**src/sv/arh_pkg.sv**
```systemverilog
// shared types, codes and default sizes for the address range histogram
package arh_pkg;

    // default sizes
    localparam int ENTRIES_DEF    = 256;
    localparam int ADDR_BITS_DEF  = 24;
    localparam int COUNT_BITS_DEF = 40;

    // fixed port widths of the word fields
    localparam int CMD_BITS    = 2;
    localparam int STATUS_BITS = 2;
    localparam int RD_BITS     = 8;
    localparam int INDEX_BITS  = 8;
    localparam int USED_BITS   = 9;

    // command codes
    localparam logic [CMD_BITS-1:0] CMD_REGISTER = 2'd0;
    localparam logic [CMD_BITS-1:0] CMD_SAMPLE   = 2'd1;
    localparam logic [CMD_BITS-1:0] CMD_READ     = 2'd2;

    // status codes
    localparam logic [STATUS_BITS-1:0] ST_OK     = 2'd0;
    localparam logic [STATUS_BITS-1:0] ST_DUP    = 2'd1;
    localparam logic [STATUS_BITS-1:0] ST_FAIL   = 2'd2;
    localparam logic [STATUS_BITS-1:0] ST_IGNORE = 2'd3;

    // table update broadcast to every cell
    typedef enum logic [1:0] {
        OP_NONE   = 2'd0,
        OP_INCR   = 2'd1,
        OP_INSERT = 2'd2
    } cell_op_t;

    // control group from the sequencer to the cell row
    typedef struct packed {
        cell_op_t op;
        logic     load;
        logic     shift;
        logic     is_read;
    } cell_ctrl_t;

    // sequencer states
    typedef enum logic [3:0] {
        S_IDLE   = 4'b0001,
        S_LOAD   = 4'b0010,
        S_SCAN   = 4'b0100,
        S_FINISH = 4'b1000
    } seq_state_t;

endpackage

```
**src/sv/arh_cell.sv**
```systemverilog
// one table cell: region start, counter and a stage of the result collection chain
module arh_cell #(
    parameter int IDX        = 0,
    parameter int ENTRIES    = arh_pkg::ENTRIES_DEF,
    parameter int ADDR_BITS  = arh_pkg::ADDR_BITS_DEF,
    parameter int COUNT_BITS = arh_pkg::COUNT_BITS_DEF
) (
    input  logic                                 clk,
    input  logic                                 rst_n,
    input  arh_pkg::cell_ctrl_t                  ctrl,
    input  logic [ADDR_BITS-1:0]                 addr,
    input  logic [arh_pkg::RD_BITS-1:0]          rd,
    input  logic [$clog2(ENTRIES+1)-1:0]         used,
    input  logic [ADDR_BITS-1:0]                 left_start,
    input  logic [COUNT_BITS-1:0]                left_count,
    input  logic                                 left_le,
    input  logic [$clog2(ENTRIES)+ADDR_BITS+COUNT_BITS-1:0] left_coll,
    input  logic                                 right_le,
    output logic [ADDR_BITS-1:0]                 start_q,
    output logic [COUNT_BITS-1:0]                count_q,
    output logic                                 le,
    output logic [$clog2(ENTRIES)+ADDR_BITS+COUNT_BITS-1:0] coll_q
);
    import arh_pkg::*;

    localparam int IW  = $clog2(ENTRIES);
    localparam int UW  = $clog2(ENTRIES + 1);
    localparam int CLW = IW + ADDR_BITS + COUNT_BITS;
    localparam logic [UW-1:0]         POS       = UW'(IDX);
    localparam logic [IW-1:0]         MY_INDEX  = IW'(IDX);
    localparam logic [COUNT_BITS-1:0] COUNT_MAX = '1;
    localparam bit                    RD_REACH  = (IDX < (1 << RD_BITS));

    logic [ADDR_BITS-1:0]  start_reg, start_next;
    logic [COUNT_BITS-1:0] count_reg, count_next;
    logic [CLW-1:0]        coll_reg, coll_next;
    logic                  valid;
    logic                  hit;
    logic                  new_here;
    logic                  shift_here;
    logic                  rd_hit;
    logic                  sel;

    // position in the sorted table relative to the broadcast address
    assign valid      = POS < used;
    assign le         = valid && (start_reg <= addr);
    assign hit        = le && !right_le;
    assign new_here   = left_le && !le;
    assign shift_here = !left_le && !le;
    assign rd_hit     = RD_REACH && (rd == RD_BITS'(IDX));
    assign sel        = ctrl.is_read ? rd_hit : hit;

    // table update
    always_comb
    begin
        start_next = start_reg;
        count_next = count_reg;
        unique case (ctrl.op)
            OP_NONE:
            begin
            end
            OP_INCR:
            begin
                if (hit && (count_reg != COUNT_MAX))
                begin
                    count_next = count_reg + 1'b1;
                end
            end
            OP_INSERT:
            begin
                if (new_here)
                begin
                    start_next = addr;
                    count_next = '0;
                end
                else if (shift_here)
                begin
                    start_next = left_start;
                    count_next = left_count;
                end
            end
            default:
            begin
            end
        endcase
    end

    // collection chain: selected cell loads its entry, then the entries are ORed toward the tail
    always_comb
    begin
        coll_next = coll_reg;
        if (ctrl.load)
        begin
            coll_next = sel ? {MY_INDEX, start_reg, count_reg} : '0;
        end
        else if (ctrl.shift)
        begin
            coll_next = coll_reg | left_coll;
        end
    end

    // entry 0 is fixed at start 0 with a cleared counter after reset
    generate
        if (IDX == 0)
        begin : g_first
            always_ff @(posedge clk or negedge rst_n)
            begin
                if (!rst_n)
                begin
                    start_reg <= '0;
                    count_reg <= '0;
                end
                else
                begin
                    start_reg <= start_next;
                    count_reg <= count_next;
                end
            end
        end
        else
        begin : g_other
            always_ff @(posedge clk)
            begin
                start_reg <= start_next;
                count_reg <= count_next;
            end
        end
    endgenerate

    // collection register
    always_ff @(posedge clk)
    begin
        coll_reg <= coll_next;
    end

    assign start_q = start_reg;
    assign count_q = count_reg;
    assign coll_q  = coll_reg;

endmodule

```
**config.mk**
```make
export PLATFORM = sky130hd
export DESIGN_NAME = arh_cell
export DESIGN_NICKNAME = d
export VERILOG_FILES = /design/src/sv/arh_pkg.sv /design/src/sv/arh_cell.sv
export SDC_FILE = /design/constraint.sdc
export NUM_CORES = 1
export LEC_CHECK = 0
export BUFFER_PORTS_ARGS = -buffer_cell sky130_fd_sc_hd__buf_4
export CORE_MARGIN = 4
export CORE_UTILIZATION = 53
export DETAILED_ROUTE_END_ITERATION = 16
export MAX_ROUTING_LAYER = met4
export PLACE_DENSITY = 0.86
export SETUP_SLACK_MARGIN = 0.1
export SLEW_MARGIN = 0
export SYNTH_ARGS = -nofsm -noshare
export SYNTH_HDL_FRONTEND = slang
export SYNTH_SLANG_ARGS = --single-unit
```
**constraint.sdc**
```tcl
create_clock -name clk -period 5.45 [get_ports clk]
set_clock_uncertainty 0.15 [all_clocks]
set_input_delay 1.09 -clock clk [delete_from_list [all_inputs] [get_ports clk]]
set_output_delay 1.09 -clock clk [all_outputs]
set_load 0.02 [all_outputs]
```
### After elaboration in Yosys (flattened, before gate mapping)

Cells that the tools add are included.

* reduce and logical (&&, ||, !) cells: 14
* eq/ne operators: 5
* order comparisons: 2
* multiplexer cells: 10
* add/sub/neg operators: 1
* bitwise logic cells: 1

Operator list (number)
* 72-bit 2-to-1 mux: 2
* 40-bit 2-to-1 mux: 3
* 40-bit one-hot mux with 2 select lines: 1
* 72-bit OR: 1
* 64-bit 2-to-1 mux: 1
* 24-bit 2-to-1 mux: 2
* 40-bit by 1-bit adder with 40-bit output (second input constant): 1
* 40-bit inequality test (second input constant): 1
* 24-bit less-or-equal comparator: 1
* 1-bit by 9-bit less-than comparator with 1-bit output (first input constant): 1
* 8-bit zero test: 1
* 2-bit nonzero test: 3
* 1-bit logical AND: 5
* 1-bit zero test: 3
* 3-bit inequality test (second input constant): 1
* 3-bit AND reduction: 1
* 2-bit by 1-bit == test with 1-bit output (second input constant): 1
* 2-bit == test (second input constant): 1
* 2-bit inequality test (second input constant): 1
* 2-bit AND reduction: 1
* 1-bit 2-to-1 mux: 1

* output and inout bits: 137
* input port bits: 186
* flip-flop bits (word level): 136
* word-level logic and storage cells: 36

### Depth between registers and ports, before layout

Gate-level depths: netlist of run 1.

* word-level depth: 7
* mapped depth: 12

### Worst setup path before layout of run 1

Ideal clock, no wire load.

* path type: input -> output
* start: input port addr[5]
* end: output port le
* stages: 7
* path slack: 1.724 ns
* arrival time: 2.486 ns
* buffers on the path: 0
* cells stage by stage: inv_1 > ha_1 > a211oi_2 > nor2_1 > o311ai_2 > nand4_4 > nand2_1

* cells in the longest elaborated chain, start to end: 2

Ends and longest elaborated chain
* start: declaration: RTL line arh_cell.sv:11 `input logic [ADDR_BITS-1:0] addr,`
* 24-bit less-or-equal comparator: RTL line arh_cell.sv:46 `assign le = valid && (start_reg <= addr);`
* 1-bit logical AND: RTL line arh_cell.sv:46
* end: declaration: RTL line arh_cell.sv:21 `output logic le,`

Every way passes these cells.

### Final worst setup path of run 1

* start: input port addr[23]
* end: register count_reg[23] (netlist: count_q[23])

* cells in the longest elaborated chain, start to end: 6
* elaborated cells on any way between the ends: 12
* those cells by class: order compare (1); eq/ne (2); mux (2); reduce/logical (7)

Ends and longest elaborated chain
* 24-bit less-or-equal comparator (*): RTL line arh_cell.sv:46
* 1-bit logical AND (*): RTL line arh_cell.sv:46
* 1-bit zero test / 1-bit logical AND (equally long branches): RTL line arh_cell.sv:48, arh_cell.sv:49, arh_cell.sv:47
* 1-bit logical AND, on equally long branches: RTL line arh_cell.sv:48, arh_cell.sv:49, arh_cell.sv:64
* 3-bit inequality test (no line) (tied with other cells)
* 3-bit AND reduction (no line) / 40-bit one-hot mux with 2 select lines (equally long branches)
* end signal: assignment: RTL line arh_cell.sv:116 `count_reg <= count_next;`
* end: declaration: RTL line arh_cell.sv:35 `logic [COUNT_BITS-1:0] count_reg, count_next;`

Mark *: on every way between the ends. The rest lies on a longest branch, timed or not.
A chain may end at the register's enable or synchronous reset.

==> key figures, run 1 <==
Logic synthesis
  • Sequential fraction of the synthesis area: 0.4885
  • Yosys reg bits: 136
  • Top_reg_cell synth: edfxtp_1
  • Number of distinct library cells after synthesis: 66
  • Async set-reset flop share out of synthesis: 0.4706
  • Mapped Area: 7705 sq um
  • Syn Area/Cell: 9.728 sq um
  • Post-synth EDFFs: 72
  • Post-Syn Nets: 1003
  • Share of the synthesized area in the top cell type: 0.2806
  • Syn. warnings: 0
  • Synth area leaders: edfxtp_1, dfrtp_1, o2bb2ai_1, nor2_1, ha_1
  • Largest area contributor in the netlist: edfxtp_1
  • Synth Instances: 792

CTS
  • CTS tree: built
  • Later-pin clock latency in the skew report: 0.42 ns
  • Post-CTS setup buffer count: 0
  • CTS clock-pin slew for the worst setup and hold paths: 0.06 ns
  • Clk sinks: 136
  • Clock buffer count from CTS: 17
  • Clock Tree Buf Depth: 2
  • Post-CTS Resized: 0
  • CTS H-tree depth: 4
  • Root buf cell: clkbuf_16
  • Cts hold-fix bufs: 0

Floorplan
  • Site Rows: 43
  • Core Region: 14040 sq um
  • I/O pin count: 323
  • Die Span Y: 128.6 um
  • Initial core utilization: 0.5487
  • Die ar.: 16530 sq um
  • Chip width: 128.6 um

GRT
  • Largest net degree at the start of global routing: 75
  • Initial antenna violation count: 0
  • GRT Total Usage: 0.3229
  • Vias in the first global route: 7578
  • First-pass GRT wire length: 40900 um
  • Grt total ovfl: 0

Min path
  • Hold Path Class: reg -> reg

Timing
  • Worst slew pin tran: 1.069 ns
  • Post-route minimum period: 4.351 ns
  • Period Utilization, post-route: 0.7984
  • Slew Limit Fails: 0
  • Final Hold Fails: 0
  • Setup violations, final: 0
  • Setup TNS: 0 ns
  • RSZ-0062 raised after global routing: false
  • Final worst setup slack: 1.099 ns
  • Max Fclk: 229.8 MHz
  • Slew headroom: 0.2871

Critical path
  • CP startpoint kind: primary input
  • CP endpoint kind: flip-flop
  • Worst EP required: 5.61 ns
  • CP Max Fanout: 30
  • Critical path type: in -> reg
  • Crit path DAT: 4.51 ns

Placement
  • Port bufs: 322
  • Dpl ws: 0.7570 ns
  • Placed Area: 10190 sq um
  • Placed cell count: 1250
  • Routability cong.: 0.9335
  • HPWL Detailed: 19000 um

Detailed routing
  • TritonRoute pass-1 iters: 5
  • Drc violations: 0
  • DR iter-0 viols: 906
  • Via count: 7764
  • Post-Route WL: 26500 um
  • Routed wire per std cell: 20.67 um
  • Routed Antenna Nets: 0
  • Vias per inst: 6.056

Job
  • Max cap viols: 0

Finish
  • P&R area growth vs syn: 39.57%
  • Final std cells w/o fill: 1282
  • ANT cells: 0
  • Filler Cells Inserted: 992
  • Fraction of layout cells with a size suffix above 1: 0.3412
  • Design Area, Final: 10750 sq um
  • Fin nets: 1300

Power and ir drop
  • Power after layout: 4391 uW
  • Peak supply drop: 0.0002752 V
  • PwrDens: 408.3 nW/um^2
  • Static Leak: 0.004843 uW

Status
  • Status: completed
[metrics by stage]
step                hold WS (ns)    util
floorplan                 0.4745       -
global placement          0.3805  0.7259
detailed placement        0.3884  0.7259
CTS                       0.3996  0.7658
global route              0.4294  0.7658
finish                    0.4074  0.7658
[logic make-up (layout without fill, tap and decap cells)]
group	Yosys count	in the layout	synth area share
buffers and inverters	90	400	0.05001
adders and majority gates	25	25	0.04060
AOI/OAI and AO/OA	235	235	0.2157
DFF	136	136	0.4885
muxes	24	24	0.03118
and+or+nand+nor	282	282	0.1741
[worst paths after layout]
| check | cells past startpoint | start | slack (ns) | endpoint |
|---|---|---|---|---|
| max reg2reg | 8 | start_q[22]$_DFFE_PN0P_ | 1.37 | count_q[23]$_DFFE_PN0P_ |
| min in group asynchronous | 1 | rst_n | 0.63 | start_q[10]$_DFFE_PN0P_ |
| max | 10 | addr[23] | 1.10 | count_q[23]$_DFFE_PN0P_ |
| min reg2reg | 2 | start_q[13]$_DFFE_PN0P_ | 0.41 | start_q[13]$_DFFE_PN0P_ |
| max in group asynchronous | 1 | rst_n | 3.95 | count_q[3]$_DFFE_PN0P_ |
| min | 2 | start_q[13]$_DFFE_PN0P_ | 0.41 | start_q[13]$_DFFE_PN0P_ |
[worst max-delay path, stage by stage]
cell,delay (ns)
buf_4,0.09
inv_1,0.03
ha_1,0.30
nand4_1,0.19
nor4_2,0.47
o311ai_2,0.20
nand4_4,0.19
a211o_1,0.81
nand2_1,0.62
a311o_1,0.51
[per-layer routing]
metal / up-vias / track usage / part of all wire
met2: 450 / 0.5296 / 0.49
met5: - / - / 0
met4: 0 / 0.09265 / 0.026
li1: 3572 / - / -
met3: 63 / 0.06766 / 0.088
met1: 3679 / 0.4074 / 0.39
[synthesized netlist by cell type (all sizes together), types with 2 or more instances]
cell and count:
a211o 2, a211oi 3, a21boi 2, a21oi 49, a22oi 3, a2bb2oi 7, a31oi 10, a32oi 4
and2 5, and3 7, and4 5, buf 23, clkbuf 27, dfrtp 64, edfxtp 72, ha 25
inv 40, mux2i 24, nand2 84, nand2b 3, nand3 23, nand4 9, nand4b 2, nor2 95
nor3 23, nor4 11, o211a 2, o211ai 12, o21a 2, o21ai 43, o221ai 9, o22ai 6
o2bb2ai 66, o311ai 5, o31ai 3, or2 4, or3 3, or4 4
[state kept, by name (all words and copies together) (netlist names)]
| register | flops |
|---|---|
| count_q | 40 |
| start_q | 24 |
| coll_q | 72 |
[placed cells by master (no fill, tap or decap), drive strengths merged, types with 3 or more instances in the layout]
master / synthesis / final
buf: 23 / 328
nor2: 95 / 95
nand2: 84 / 84
edfxtp: 72 / 72
o2bb2ai: 66 / 66
dfrtp: 64 / 64
a21oi: 49 / 49
inv: 40 / 44
o21ai: 43 / 43
ha: 25 / 25
mux2i: 24 / 24
nand3: 23 / 23
nor3: 23 / 23
clkbuf: 27 / 19
o211ai: 12 / 12
nor4: 11 / 11
a31oi: 10 / 10
o221ai: 9 / 9
nand4: 9 / 9
a2bb2oi: 7 / 7
and3: 7 / 7
o22ai: 6 / 6
clkinv: 0 / 6
and2: 5 / 5
and4: 5 / 5
o311ai: 5 / 5
a32oi: 4 / 4
or4: 4 / 4
or2: 4 / 4
nand2b: 3 / 3
or3: 3 / 3
o31ai: 3 / 3
a22oi: 3 / 3
a211oi: 3 / 3
[layout make-up]
type,instances,area [sq um],area share
inverters,40,150.1,0.01396
flip-flops and latches,136,3764,0.3500
multi-input cells,566,3580,0.3329
well taps,180,225.2,0.02094
clock buffers,19,442.9,0.04119
repair buffers,328,2475,0.2301
clock inverters,13,117.6,0.01094
[report_power, final]
part	total, uW	switching, uW	leakage (uW)	internal [uW]
clock	1100	460	0.000274	643
combinational	1560	885	0.00304	676
sequential	1730	372	0.00153	1360
No activity file was read; power rests on OpenSTA's default activity.
==> run 2, diff against run 1 <==
Settings changed: CORE_UTILIZATION 53 to 44, PLACE_DENSITY 0.86 to 0.76.
Clock period 5.45 ns to 3.9 ns, I/O delays scaled along.
==> run 2 against run 1 <==
Against the previous run: setup slack worse by 0.85 ns; via count fell by 1.3%; critical endpoint is now le; sequential share of layout area fell by 0.77 points; sequential power rose by 38%; critical path type is now reg -> out; first-iteration DRC count down 15%; design area rose by 2.2%; cell count increased by 4.5%; utilization shrank 13 points; non-clock buffer count increased by 12; hold slack lost 0.085 ns; global-route usage is 5.5 points lower; largest cell class unchanged; routed wire length fell by 1.3%.
==> key figures, run 2 (synthesis results as in run 1) <==
Critical path
  • R2R setup slack: 0.56 ns
  • Crit path DAT: 2.72 ns
  • CP endpoint kind: output port
  • Critical path type: reg -> out
  • Worst EP required: 2.97 ns
  • Reg2Reg Depth: 8
  • Worst r2r src: start_q[22]$_DFFE_PN0P_
  • CP startpoint kind: flip-flop
  • Crit Reg-Reg Endpoint: count_q[29]$_DFFE_PN0P_
  • CP Max Fanout: 9

Floorplan
  • Die Span Y: 140.3 um
  • Core Region: 17240 sq um
  • Chip width: 140.3 um
  • Site Rows: 48
  • Die ar.: 19690 sq um
  • Initial core utilization: 0.4470
  • I/O pin count: 323

Power and ir drop
  • PwrDens: 579.3 nW/um^2
  • Peak supply drop: 0.0003155 V
  • Static Leak: 0.004934 uW

Timing
  • Max Fclk: 274.2 MHz
  • Setup violations, final: 0
  • Slew Limit Fails: 0
  • Final Hold Fails: 0
  • Slew headroom: 0.3066
  • RSZ-0062 raised after global routing: false
  • Worst slew pin tran: 1.040 ns
  • Period Utilization, post-route: 0.9351
  • Setup TNS: 0 ns
  • Post-route minimum period: 3.647 ns

Finish
  • Most common cell after layout, fill and taps aside: buf_4
  • Most frequent cells in the layout: buf_4, nor2_1, nand2_1
  • Design Area, Final: 11000 sq um
  • Fraction of layout cells with a size suffix above 1: 0.3492
  • P&R area growth vs syn: 42.71%
  • Final std cells w/o fill: 1340
  • Max FFs per register: 72
  • Fin nets: 1312

GRT
  • Grt total ovfl: 0
  • First-pass GRT wire length: 40950 um
  • GRT Total Usage: 0.2675
  • Largest net degree at the start of global routing: 73
  • Vias in the first global route: 7630
  • Initial antenna violation count: 1

Detailed routing
  • DR iter-0 viols: 767
  • Routed Antenna Nets: 0
  • Vias per inst: 5.719
  • Via count: 7664
  • Routed wire per std cell: 19.51 um
  • Post-Route WL: 26150 um
  • Drc violations: 0
  • TritonRoute pass-1 iters: 5

Placement
  • HPWL Detailed: 19410 um
  • Port bufs: 322
  • Placed cell count: 1307
  • Placed Area: 10350 sq um
  • Routability cong.: 0.9908

CTS
  • Later-pin clock latency in the skew report: 0.42 ns
  • Cts hold-fix bufs: 0
  • Post-CTS setup buffer count: 0
  • Clk sinks: 136
  • Root buf cell: clkbuf_16
  • Post-CTS Resized: 0
  • Clock buffer count from CTS: 17
  • CTS clock-pin slew for the worst setup and hold paths: 0.06 ns
  • CTS H-tree depth: 4
  • Clock Tree Buf Depth: 2
  • CTS tree: built

Job
  • Max cap viols: 0

Status
  • Status: completed

Min path
  • Hold Path Class: in -> async
[run 2: cell types whose count changed in the layout (fill, tap and decap cells not counted), sizes merged]
cell,previous run,this run
inv,44,46
clkinvlp,2,3
bufinv,1,4
diode,0,1
buf,328,340
clkbuf,19,17
clkinv,6,2
[run 2: report_power, final]
part / internal, uW / switching, uW / leakage, uW / total [uW]
combinational: 969 / 1230 / 0.00310 / 2200
sequential: 1890 / 497 / 0.00153 / 2390
clock: 1090 / 691 / 0.000303 / 1780
[run 2: how the worst max path moves through the flow]
stage                            startpoint                       to  slack (ns)  cells after the start
detailed placement                 addr[23]   count_q[7]$_DFFE_PN0P_        0.17                     10
global route        start_q[21]$_DFFE_PN0P_                       le        0.10                      7
CTS                 start_q[22]$_DFFE_PN0P_                       le        0.26                      7
global placement                   addr[22]  count_q[30]$_DFFE_PN0P_        0.29                     10
floorplan                           addr[5]  count_q[35]$_DFFE_PN0P_        0.67                     11
finish              start_q[22]$_DFFE_PN0P_                       le        0.25                      7
[run 2: cell type report]
type,count,area (sq um)
Antenna cell,1,2.502
Inverter,40,150.1
Timing Repair Buffer,340,2577
Fill cell,1473,6241
Tap cell,225,281.5
Clock buffer,17,425.4
Multi-Input combinational cell,566,3580
Sequential cell,136,3764
Clock inverter,15,215.2
[run 2: through the flow]
step                      utilization  worst slack (ns)  hold WS [ns]  total power (uW)
after detailed placement       0.6006            0.1720        0.3948              4613
final                          0.6379            0.2533        0.3220              6370
after global placement         0.6006            0.2933        0.3888              4558
after global routing           0.6379            0.1031        0.3734              6703
after floorplan                     -            0.6745        0.3344              3490
after CTS                      0.6378            0.2598        0.3395              6394
[run 2: routing by layer]
layer,vias up,track usage,routed length (um)
met2,363,0.4148,12560
met4,0,0.1071,853
li1,3598,-,-
met3,53,0.04712,2043
met1,3650,0.3497,10690
met5,-,-,0
[run 2: critical path: stages, from the launching register on]
cell and delay (ns):
dfrtp_1 0.46, ha_1 0.33, nand4_1 0.19, nor4_2 0.52, o311ai_2 0.21, nand4_4 0.21, nand2_1 0.17, buf_4 0.20
